--- src/hw/rtl/stid_pkg.sv ---
// ----------------------------------------------------------------------------
// stid_pkg
// Shared types and constants for the sorted table insert/delete block.
// ----------------------------------------------------------------------------
`default_nettype none

package stid_pkg;

    // Table geometry
    localparam int CAPACITY   = 16;
    localparam int VALUE_BITS = 32;
    localparam int CNT_BITS   = $clog2(CAPACITY + 1);

    // Field widths fixed by the request/result format
    localparam int IN_VALUE_BITS = 32;
    localparam int OUT_CNT_BITS  = 5;

    typedef enum logic [1:0] {
        MODE_INSERT = 2'd0,
        MODE_DELETE = 2'd1,
        MODE_LOOKUP = 2'd2,
        MODE_CLEAR  = 2'd3
    } t_mode;

    typedef enum logic [1:0] {
        STAT_OK        = 2'd0,
        STAT_FULL      = 2'd1,
        STAT_NOT_FOUND = 2'd2
    } t_status;

    typedef logic signed [VALUE_BITS-1:0] t_key;

    // Request and result payloads
    typedef struct packed {
        t_mode                     mode;
        logic signed [IN_VALUE_BITS-1:0] value;
    } t_req;

    typedef struct packed {
        t_status                 status;
        logic                    found;
        logic [OUT_CNT_BITS-1:0] count;
    } t_rsp;

    // Broadcast control from the top level to every cell
    typedef struct packed {
        logic ins;
        logic del;
        t_key key;
    } t_cell_ctl;

    // Reduce a 32-bit signed operand to the table's key width
    function automatic t_key to_key(input logic signed [IN_VALUE_BITS-1:0] value);
        logic signed [63:0] ext;
        ext = 64'(value);
        return ext[VALUE_BITS-1:0];
    endfunction

endpackage

`default_nettype wire

--- src/hw/rtl/stid_cell.sv ---
// ----------------------------------------------------------------------------
// stid_cell
// One slot of the sorted row: holds one key, compares it against the
// broadcast key and shifts toward either neighbor on insert or delete.
// ----------------------------------------------------------------------------
`default_nettype none

module stid_cell (
    input  wire logic               i_clk,
    input  wire stid_pkg::t_cell_ctl i_ctl,
    input  wire logic               i_valid,      // slot index below count
    input  wire logic               i_found,      // some slot holds the broadcast key
    input  wire stid_pkg::t_key     i_left_entry,
    input  wire logic               i_left_le,    // left slot holds key <= broadcast
    input  wire logic               i_left_lt,    // left slot holds key <  broadcast
    input  wire stid_pkg::t_key     i_right_entry,
    output stid_pkg::t_key          o_entry,
    output logic                    o_le,
    output logic                    o_lt,
    output logic                    o_hit         // first equal slot of the row
);
    import stid_pkg::*;

    t_key r_entry;
    t_key n_entry;
    logic w_eq;

    // Broadcast compare, masked by occupancy
    always_comb begin
        o_le  = i_valid && (r_entry <= i_ctl.key);
        o_lt  = i_valid && (r_entry <  i_ctl.key);
        w_eq  = i_valid && (r_entry == i_ctl.key);
        o_hit = w_eq && i_left_lt;
    end

    // Insert shifts right past the last entry <= key; delete shifts left
    // from the first entry not below key, only when the key is held.
    always_comb begin
        n_entry = r_entry;
        priority if (i_ctl.ins) begin
            if (!o_le) begin
                n_entry = i_left_le ? i_ctl.key : i_left_entry;
            end
        end else if (i_ctl.del && i_found) begin
            if (!o_lt) begin
                n_entry = i_right_entry;
            end
        end else begin
            n_entry = r_entry;
        end
    end

    always_ff @(posedge i_clk) begin
        r_entry <= n_entry;
    end

    assign o_entry = r_entry;

endmodule

`default_nettype wire

--- src/hw/rtl/sorted_table_insert_delete.sv ---
// ----------------------------------------------------------------------------
// sorted_table_insert_delete
// Ascending table of signed keys with insert, delete, lookup and clear.
// ----------------------------------------------------------------------------
// Usage:
//   Request channel: drive i_req (mode, value) with i_start; the request is
//   taken at a rising edge where i_start is high and o_busy is low. o_busy
//   stays low, so one request can be issued every cycle.
//   Result channel: o_done pulses for one cycle with o_rsp (status, found,
//   count) in the cycle after the request is taken. The receiver cannot stall;
//   it must capture the result in that cycle.
//   Throughput: one request per cycle. Each request is finished in the cycle
//   it is taken: every cell of the row compares its key against the
//   broadcast key, the one-hot first-match flags are ORed, and the cells past
//   the insert or delete point shift toward their neighbors at the same edge.
//   Reset (i_rst_n low, synchronous): count returns to zero and no result is
//   pending; the key storage is not cleared, slots at or above the count
//   are ignored.
//   Full insert is dropped with full status; a missing delete or lookup
//   reports not found. Equal keys on insert go after the existing ones.
// ----------------------------------------------------------------------------
`default_nettype none

module sorted_table_insert_delete (
    input  wire logic          i_clk,
    input  wire logic          i_rst_n,
    input  wire logic          i_start,
    input  wire stid_pkg::t_req i_req,
    output logic               o_busy,
    output logic               o_done,
    output stid_pkg::t_rsp     o_rsp
);
    import stid_pkg::*;

    logic [CNT_BITS-1:0] r_count;
    logic [CNT_BITS-1:0] n_count;
    logic                r_done;
    t_rsp                r_rsp;
    t_rsp                n_rsp;

    logic      w_accept;
    logic      w_full;
    logic      w_found;
    t_cell_ctl w_ctl;

    t_key              w_entry [CAPACITY];
    t_key              w_left_entry [CAPACITY];
    t_key              w_right_entry [CAPACITY];
    logic [CAPACITY-1:0] w_valid;
    logic [CAPACITY-1:0] w_le;
    logic [CAPACITY-1:0] w_lt;
    logic [CAPACITY-1:0] w_hit;
    logic [CAPACITY-1:0] w_left_le;
    logic [CAPACITY-1:0] w_left_lt;

    assign o_busy   = 1'b0;
    assign w_accept = i_start && !o_busy;
    assign w_full   = (r_count >= CNT_BITS'(CAPACITY));
    assign w_found  = |w_hit;

    // Broadcast control to the row; delete is gated in each cell by the OR of all hits
    always_comb begin
        w_ctl.key = to_key(i_req.value);
        w_ctl.ins = w_accept && (i_req.mode == MODE_INSERT) && !w_full;
        w_ctl.del = w_accept && (i_req.mode == MODE_DELETE);
    end

    // Row of cells with neighbor links
    for (genvar g = 0; g < CAPACITY; g++) begin : g_cell
        assign w_valid[g] = (CNT_BITS'(g) < r_count);

        if (g == 0) begin : g_head
            assign w_left_entry[g] = w_ctl.key;
            assign w_left_le[g]    = 1'b1;
            assign w_left_lt[g]    = 1'b1;
        end else begin : g_mid
            assign w_left_entry[g] = w_entry[g-1];
            assign w_left_le[g]    = w_le[g-1];
            assign w_left_lt[g]    = w_lt[g-1];
        end

        if (g == CAPACITY - 1) begin : g_tail
            assign w_right_entry[g] = w_entry[g];
        end else begin : g_body
            assign w_right_entry[g] = w_entry[g+1];
        end

        stid_cell u_cell (
            .i_clk         (i_clk),
            .i_ctl         (w_ctl),
            .i_valid       (w_valid[g]),
            .i_found       (w_found),
            .i_left_entry  (w_left_entry[g]),
            .i_left_le     (w_left_le[g]),
            .i_left_lt     (w_left_lt[g]),
            .i_right_entry (w_right_entry[g]),
            .o_entry       (w_entry[g]),
            .o_le          (w_le[g]),
            .o_lt          (w_lt[g]),
            .o_hit         (w_hit[g])
        );
    end

    // Count update and result
    always_comb begin
        n_count      = r_count;
        n_rsp.status = STAT_OK;
        n_rsp.found  = 1'b0;
        unique case (i_req.mode)
            MODE_INSERT: begin
                if (w_full) begin
                    n_rsp.status = STAT_FULL;
                end else begin
                    n_count = r_count + CNT_BITS'(1);
                end
            end
            MODE_DELETE: begin
                if (w_found) begin
                    n_count     = r_count - CNT_BITS'(1);
                    n_rsp.found = 1'b1;
                end else begin
                    n_rsp.status = STAT_NOT_FOUND;
                end
            end
            MODE_LOOKUP: begin
                if (w_found) begin
                    n_rsp.found = 1'b1;
                end else begin
                    n_rsp.status = STAT_NOT_FOUND;
                end
            end
            MODE_CLEAR: begin
                n_count = '0;
            end
            default: begin
                n_count = r_count;
            end
        endcase
        n_rsp.count = OUT_CNT_BITS'(n_count);
    end

    always_ff @(posedge i_clk) begin
        if (!i_rst_n) begin
            r_count <= '0;
            r_done  <= 1'b0;
        end else begin
            r_done <= w_accept;
            if (w_accept) begin
                r_count <= n_count;
            end
        end
    end

    always_ff @(posedge i_clk) begin
        if (w_accept) begin
            r_rsp <= n_rsp;
        end
    end

    assign o_done = r_done;
    assign o_rsp  = r_rsp;

    // Checks
    a_count_range: assert property (@(posedge i_clk) disable iff (!i_rst_n)
        r_count <= CNT_BITS'(CAPACITY))
        else $error("count above capacity");

    a_done_follows: assert property (@(posedge i_clk) disable iff (!i_rst_n)
        w_accept |=> o_done)
        else $error("request without result");

    a_full_count: assert property (@(posedge i_clk) disable iff (!i_rst_n)
        (o_done && (o_rsp.status == STAT_FULL)) |-> (r_count == CNT_BITS'(CAPACITY)))
        else $error("full status with room left");

    a_found_ok: assert property (@(posedge i_clk) disable iff (!i_rst_n)
        (o_done && o_rsp.found) |-> (o_rsp.status == STAT_OK))
        else $error("found with bad status");

endmodule

`default_nettype wire

--- config.mk ---
export PLATFORM = sky130hd
export DESIGN_NAME = sorted_table_insert_delete
export DESIGN_NICKNAME = d
export VERILOG_FILES = /design/src/hw/rtl/stid_pkg.sv /design/src/hw/rtl/stid_cell.sv /design/src/hw/rtl/sorted_table_insert_delete.sv
export SDC_FILE = /design/constraint.sdc
export NUM_CORES = 2
export LEC_CHECK = 0
export BUFFER_PORTS_ARGS = -buffer_cell sky130_fd_sc_hd__buf_2
export CELL_PAD_IN_SITES_DETAIL_PLACEMENT = 0
export CELL_PAD_IN_SITES_GLOBAL_PLACEMENT = 2
export CORE_AREA = 2 2 312 314
export CTS_BUF_LIST = sky130_fd_sc_hd__clkbuf_8
export DETAILED_ROUTE_END_ITERATION = 8
export DIE_AREA = 0 0 314 316
export PLACE_DENSITY = 0.77
export SYNTH_ARGS = -nofsm -noshare
export SYNTH_HDL_FRONTEND = slang
export SYNTH_SLANG_ARGS = --single-unit
--- constraint.sdc ---
create_clock -name i_clk -period 6.9 [get_ports i_clk]
set_input_delay 0.69 -clock i_clk [delete_from_list [all_inputs] [get_ports i_clk]]
set_output_delay 0.69 -clock i_clk [all_outputs]
set_load 0.01 [all_outputs]
After elaboration in Yosys (flattened, before gate mapping). Cells that the tools add are included.

Add/subtract/negate cells: 2. Order comparisons: 48. Equality and inequality tests: 49. Mux-type cells: 82. Bitwise operators: 1. Reduce and logical (&&, ||, !) cells: 87.

Operator list (number): $mux 32 (75); $eq 32x32->1 (16); $le 32x32->1 (16); $lt 32x32->1 (15); $logic_and 1x1->1 (66); $ne 2x2->1 const B (30); $reduce_and 3->1 (15); $lt 4x5->1 const A (8); $lt 3x5->1 const A (4); $reduce_or 16->1 (1); $pmux 5 s3 (1); $lt 1x5->1 const A (2); $lt 2x5->1 const A (2); $mux 5 (2); $add 5x1->5 const B (1); $ge 5x5->1 const B (1); $sub 5x1->5 const B (1); $eq 2x2->1 const B (2); $pmux 2 s2 (1); $eq 2x1->1 const B (1); $logic_not 2->1 (1); $mux 1 (2); $mux 2 (1); $reduce_and 2->1 (1); 4 further kinds (4).

Bits in registers: 526. Input port bits: 37. Output and inout port bits: 10.

Logic depth before layout (Yosys ltp).
Depth in word-level cells: 7. Depth in mapped cells: 15. Gate-level depth less buffers: 12.

Modules after synthesis. A second synthesis with hierarchy kept.

Cells, all modules: 4321. Area total of the unflattened synthesis: 40906.7 um^2.

Modules (own cells, without submodules): stid_cell (times used 16, cells each 261, area an instance 2483.6 um^2, sequential area each 960.9 um^2); sorted_table_insert_delete (times used 1, cells each 145, area an instance 1168.6 um^2, sequential area each 360.3 um^2).

Worst setup path after synthesis. OpenSTA, ideal clock, no wires.

Path kind: input to register. From: input i_req[14] (netlist bit). To: register g_cell[0].u_cell.r_entry[0], enable pin. Library setup time: 0.468 ns. Data arrival time: 6.005 ns. Data required time: 6.432 ns. Path slack: 0.427 ns. Cell stages on the path: 14. Path buffers: 2. Cell sequence: clkbuf_1 > inv_1 > ha_1 > a21oi_2 > nand2_1 > a221o_1 > o311a_1 > or4_4 > mux2i_1 > nand4_2 > o41ai_2 > a21boi_2 > buf_6 > nor3b_1.

Word-level cells in the longest chain between the ends: 7. Elaborated cells between the ends (all ways): 85. Those cells by class: order compare (16); eq/ne (18); reduce/logical (51).

RTL lines: from (decl) (RTL line sorted_table_insert_delete.sv:28) `input wire stid_pkg::t_req i_req,`; $lt 32x32->1 / $eq 32x32->1 (equally long branches) (RTL line stid_cell.sv:31, stid_cell.sv:32); $logic_and 1x1->1, on equally long branches (RTL line stid_cell.sv:31, stid_cell.sv:32); $logic_and 1x1->1 (RTL line stid_cell.sv:33) `o_hit = w_eq && i_left_lt;`; $reduce_or 16->1 (RTL line sorted_table_insert_delete.sv:59) `assign w_found = |w_hit;`; $logic_and 1x1->1; $reduce_bool 2->1 (no line); $reduce_and 3->1 (no line) (*); to (signal assigned) (RTL line stid_cell.sv:54) `r_entry <= n_entry;`; to (decl) (RTL line stid_cell.sv:24) `t_key r_entry;`.

Mark *: on every way between the ends. The rest lies on a longest branch, timed or not. A chain may end at the register's enable or synchronous reset.

Worst setup path after layout.
From: input i_req[12] (netlist bit). To: register g_cell[4].u_cell.r_entry[7], enable pin.

Word-level cells in the longest chain between the ends: 7. Elaborated cells between the ends (all ways): 85. Those cells by class: order compare (16); eq/ne (18); reduce/logical (51).

RTL lines (RTL line): $lt 32x32->1 / $eq 32x32->1 (equally long branches) (stid_cell.sv:31, stid_cell.sv:32); $logic_and 1x1->1, on equally long branches (stid_cell.sv:31, stid_cell.sv:32); $logic_and 1x1->1 (stid_cell.sv:33); $reduce_or 16->1 (sorted_table_insert_delete.sv:59); $logic_and 1x1->1; $reduce_bool 2->1 (no line); $reduce_and 3->1 (no line) (*); to (signal assigned) (stid_cell.sv:54); to (decl) (stid_cell.sv:24).

Marks and branches as above.

==> results.cfg <==
[run_status]
status = complete, no violations

[layout]
mostFrequentLayoutCell = nand2_1
area_growth_syn_to_layout_pct = 11.2
layout_common_cells = nand2_1, o21ai_0, edfxtp_1
fin_nets = 4348
finish.instance_area_um2 = 42300
stdcell_count = 5159
fillers = 9343
final_layout_size_suffix_gt1_frac = 0.0910

[critical_path]
cp_slowest_cell = nor4_1
cp_common_cell = buf_4
startpoint_type = primary input
path_class = primary input to flop
r2r_start = g_cell[5].u_cell.o_entry[14]
r2r-end = g_cell[4].u_cell.o_entry[7]
cp_top_family = simple AND/OR/NAND/NOR gates
cp.arrival_ns = 6.50
critPathBufInv = 6
crit_chain = buf_2 -> inv_1 -> buf_4 -> ha_1 -> nand4_1 -> nor4_1 -> a21boi_0 -> o41ai_1 -> nand3_1 -> nand3b_1 -> o2111ai_1 -> o41ai_2 -> buf_4 -> a21boi_2 -> buf_4 -> nor3b_2 -> buf_12
endpoint_kind = flop
r2r_setup_slack_ns = 1.01
crit_required_ns = 7.34
ff2ff_path_depth = 14
cp_max_fo = 20
cpPeakStageDelay_ns = 1.23

[yosys]
async_reset_ff_frac = 0
syn_nets = 4291
syn_area_um2 = 38100
synth_cell_types = 77
syn_avg_cell_area_um2 = 10.2
synth-seq-area-share = 0.413
synth_edf_count = 520
ys_seq_elements = 526
synthCells = 3735
synth_flop_cell = edfxtp_1
yosysWarningCount = 0

[global_route]
grt_pass1_wl_mm = 205
grt_pass1_vias = 29400
gr-total-overflow = 0
antenna_found_initial = 8
grt_max_degree = 235
gr-usage-all-layers = 0.280

[detailed_routing]
via_count = 30200
route.met3.wl_mm = 8.15
drt_wl_total_mm = 140
ant_nets = 0
met2_length_mm = 62.5
viasPerCell = 5.85
wl_per_cell_um = 27.2
top_layer = met4
dr.pass1.iters = 6
drc_errors = 0
wl_met1_mm = 64.8
drtIter0Drc = 3031

[clock_network]
clk_latency_ns = 0.79
numCtsBuffers = 103
root_buffer = clkbuf_8
postCtsResizedCells = 0
holdBufCountCts = 0
cts_tree = yes
clockBufferDepth = 3
htreeDepth = 3
cts_setup_buffers = 0
clkSlewWorstSetupHoldPaths_ns = 0.07
clock_sink_count = 526

[place]
dpl_cell_area_um2 = 40400
dp_hpwl_mm = 104
gp_routability_congestion = 0.981
placed_cells = 4963
io_buffers = 45

[min_path]
hold_depth = 2
hold_class = primary input to flop
min-delay-start = i_rst_n
min_delay_worst_endpoint = r_count[0]

[die]
die_h_um = 316
die_area_um2 = 99200
core_region_area_um2 = 96000
start_util = 0.397
die_x_um = 314
rows = 114
ios = 47

[power_and_ir_drop]
p_per_area_nw_per_um2 = 186
peakVddDrop_v = 0.000177
finalPower_mw = 7.86
power.leakage_nw = 16.8

[timing]
clock-skew-final_ns = 0.0506
tns_ns = 0
period_share = 0.878
finalHoldViolCount = 0
slew_viol_final = 0
finalSetupViolCount = 0
worst_pin_slew_ns = 1.43
slew_headroom = 0.0403
rsz0062_at_grt = no
min_period_ns = 6.06
clock.fmax_ghz = 0.165

[run]
cap_violations = 0
[through the flow]
step	hold WS (ns)	setup WS [ns]	util
floorplan	0.522	0.427	-
global placement	0.538	0.234	0.421
detailed placement	0.550	0.292	0.421
CTS	0.167	1.09	0.441
global route	0.197	1.07	0.441
finish	0.225	0.843	0.441
[worst register-to-register path, cell delays in order (launching register included)]
cell	delay, ns
edfxtp_1	0.45
ha_1	0.33
nand4_1	0.23
nor4_1	1.23
a21boi_0	0.91
o41ai_1	0.42
nand3_1	0.22
nand3b_1	0.14
o2111ai_1	0.22
o41ai_2	0.13
buf_4	0.20
a21boi_2	0.12
buf_4	0.24
nor3b_2	0.43
buf_12	0.25
[power by group]
group          switching (mW)  internal, mW  total, mW  leakage (nW)
Clock                    1.55          1.51       3.06          1.08
Combinational           0.718         0.363       1.08          10.8
Sequential             0.0874          3.63       3.72          4.85
[cell families after synthesis]
family,after synthesis,share of synthesized area
AOI/OAI and AO/OA,913,0.136
xor gates and xnor gates,14,0.00322
adders and majority gates,519,0.171
buffers and inverters,283,0.0298
DFF,526,0.413
muxes,488,0.129
other,1,0.0000985
and+or+nand+nor,991,0.117
[cells in the mapped netlist, types with 4 or more instances]
| master | instances | area share |
|---|---|---|
| o21a_1 | 4 | 0.00079 |
| nand2b_1 | 9 | 0.0015 |
| a21boi_0 | 10 | 0.0020 |
| a31oi_1 | 4 | 0.00066 |
| buf_1 | 17 | 0.0017 |
| and4_1 | 21 | 0.0048 |
| buf_4 | 9 | 0.0018 |
| o31a_1 | 4 | 0.00092 |
| mux2i_1 | 453 | 0.12 |
| inv_1 | 84 | 0.0083 |
| nor3_1 | 24 | 0.0032 |
| o211ai_1 | 15 | 0.0030 |
| nor2_1 | 87 | 0.0086 |
| xnor2_1 | 13 | 0.0030 |
| nor4_1 | 21 | 0.0035 |
| nor3b_1 | 8 | 0.0016 |
| o22ai_1 | 6 | 0.00099 |
| nor2b_1 | 14 | 0.0023 |
| mux2_2 | 35 | 0.010 |
| and3_1 | 10 | 0.0016 |
| ha_1 | 519 | 0.17 |
| a211oi_1 | 14 | 0.0028 |
| a211o_1 | 6 | 0.0014 |
| o21ai_1 | 6 | 0.00079 |
| buf_2 | 19 | 0.0025 |
| dfxtp_1 | 6 | 0.0032 |
| o211a_1 | 13 | 0.0034 |
| nand2_1 | 609 | 0.060 |
| nand4_1 | 101 | 0.017 |
| a21oi_1 | 185 | 0.024 |
| a2111oi_0 | 4 | 0.00092 |
| o21ai_0 | 534 | 0.070 |
| a21o_1 | 50 | 0.0099 |
| nand3_1 | 62 | 0.0082 |
| a221oi_1 | 14 | 0.0032 |
| edfxtp_1 | 520 | 0.41 |
| clkbuf_1 | 151 | 0.015 |
| a221o_1 | 8 | 0.0021 |
[final cells by class]
class	count	area (um^2)	area share
tap	1276	1600	0.0377
inverter	85	319	0.00754
antenna	3	7.51	0.000177
clock buffer	103	1420	0.0335
multi-input combinational	2926	21300	0.503
clock inverter	90	465	0.0110
timing repair buffer	150	1490	0.0352
sequential	526	15700	0.372
[routing by layer]
metal  vias up  track usage
li1      14200            -
met1     14800        0.396
met2       915        0.442
met3       195       0.0401
met4         0       0.0903
met5         -            0
[flip-flops by register name, indices dropped and copies added, names as in the netlist]
register and cells:
o_done 1, r_count 5, o_rsp 8, g_cell.u_cell.o_entry 512
[worst max path at each step]
stage	startpoint	endpoint	slack, ns	cells past startpoint
floorplan	i_req[14]	g_cell[0].u_cell.o_entry[0]	0.43	14
global placement	i_req[10]	g_cell[4].u_cell.o_entry[5]	0.23	16
CTS	i_req[10]	g_cell[4].u_cell.o_entry[18]	1.09	16
global route	i_req[10]	g_cell[1].u_cell.o_entry[4]	1.07	16
finish	i_req[12]	g_cell[4].u_cell.o_entry[7]	0.84	17
detailed placement	i_req[12]	g_cell[4].u_cell.o_entry[5]	0.29	17
Note: power is estimated with default switching activity, not from simulation.
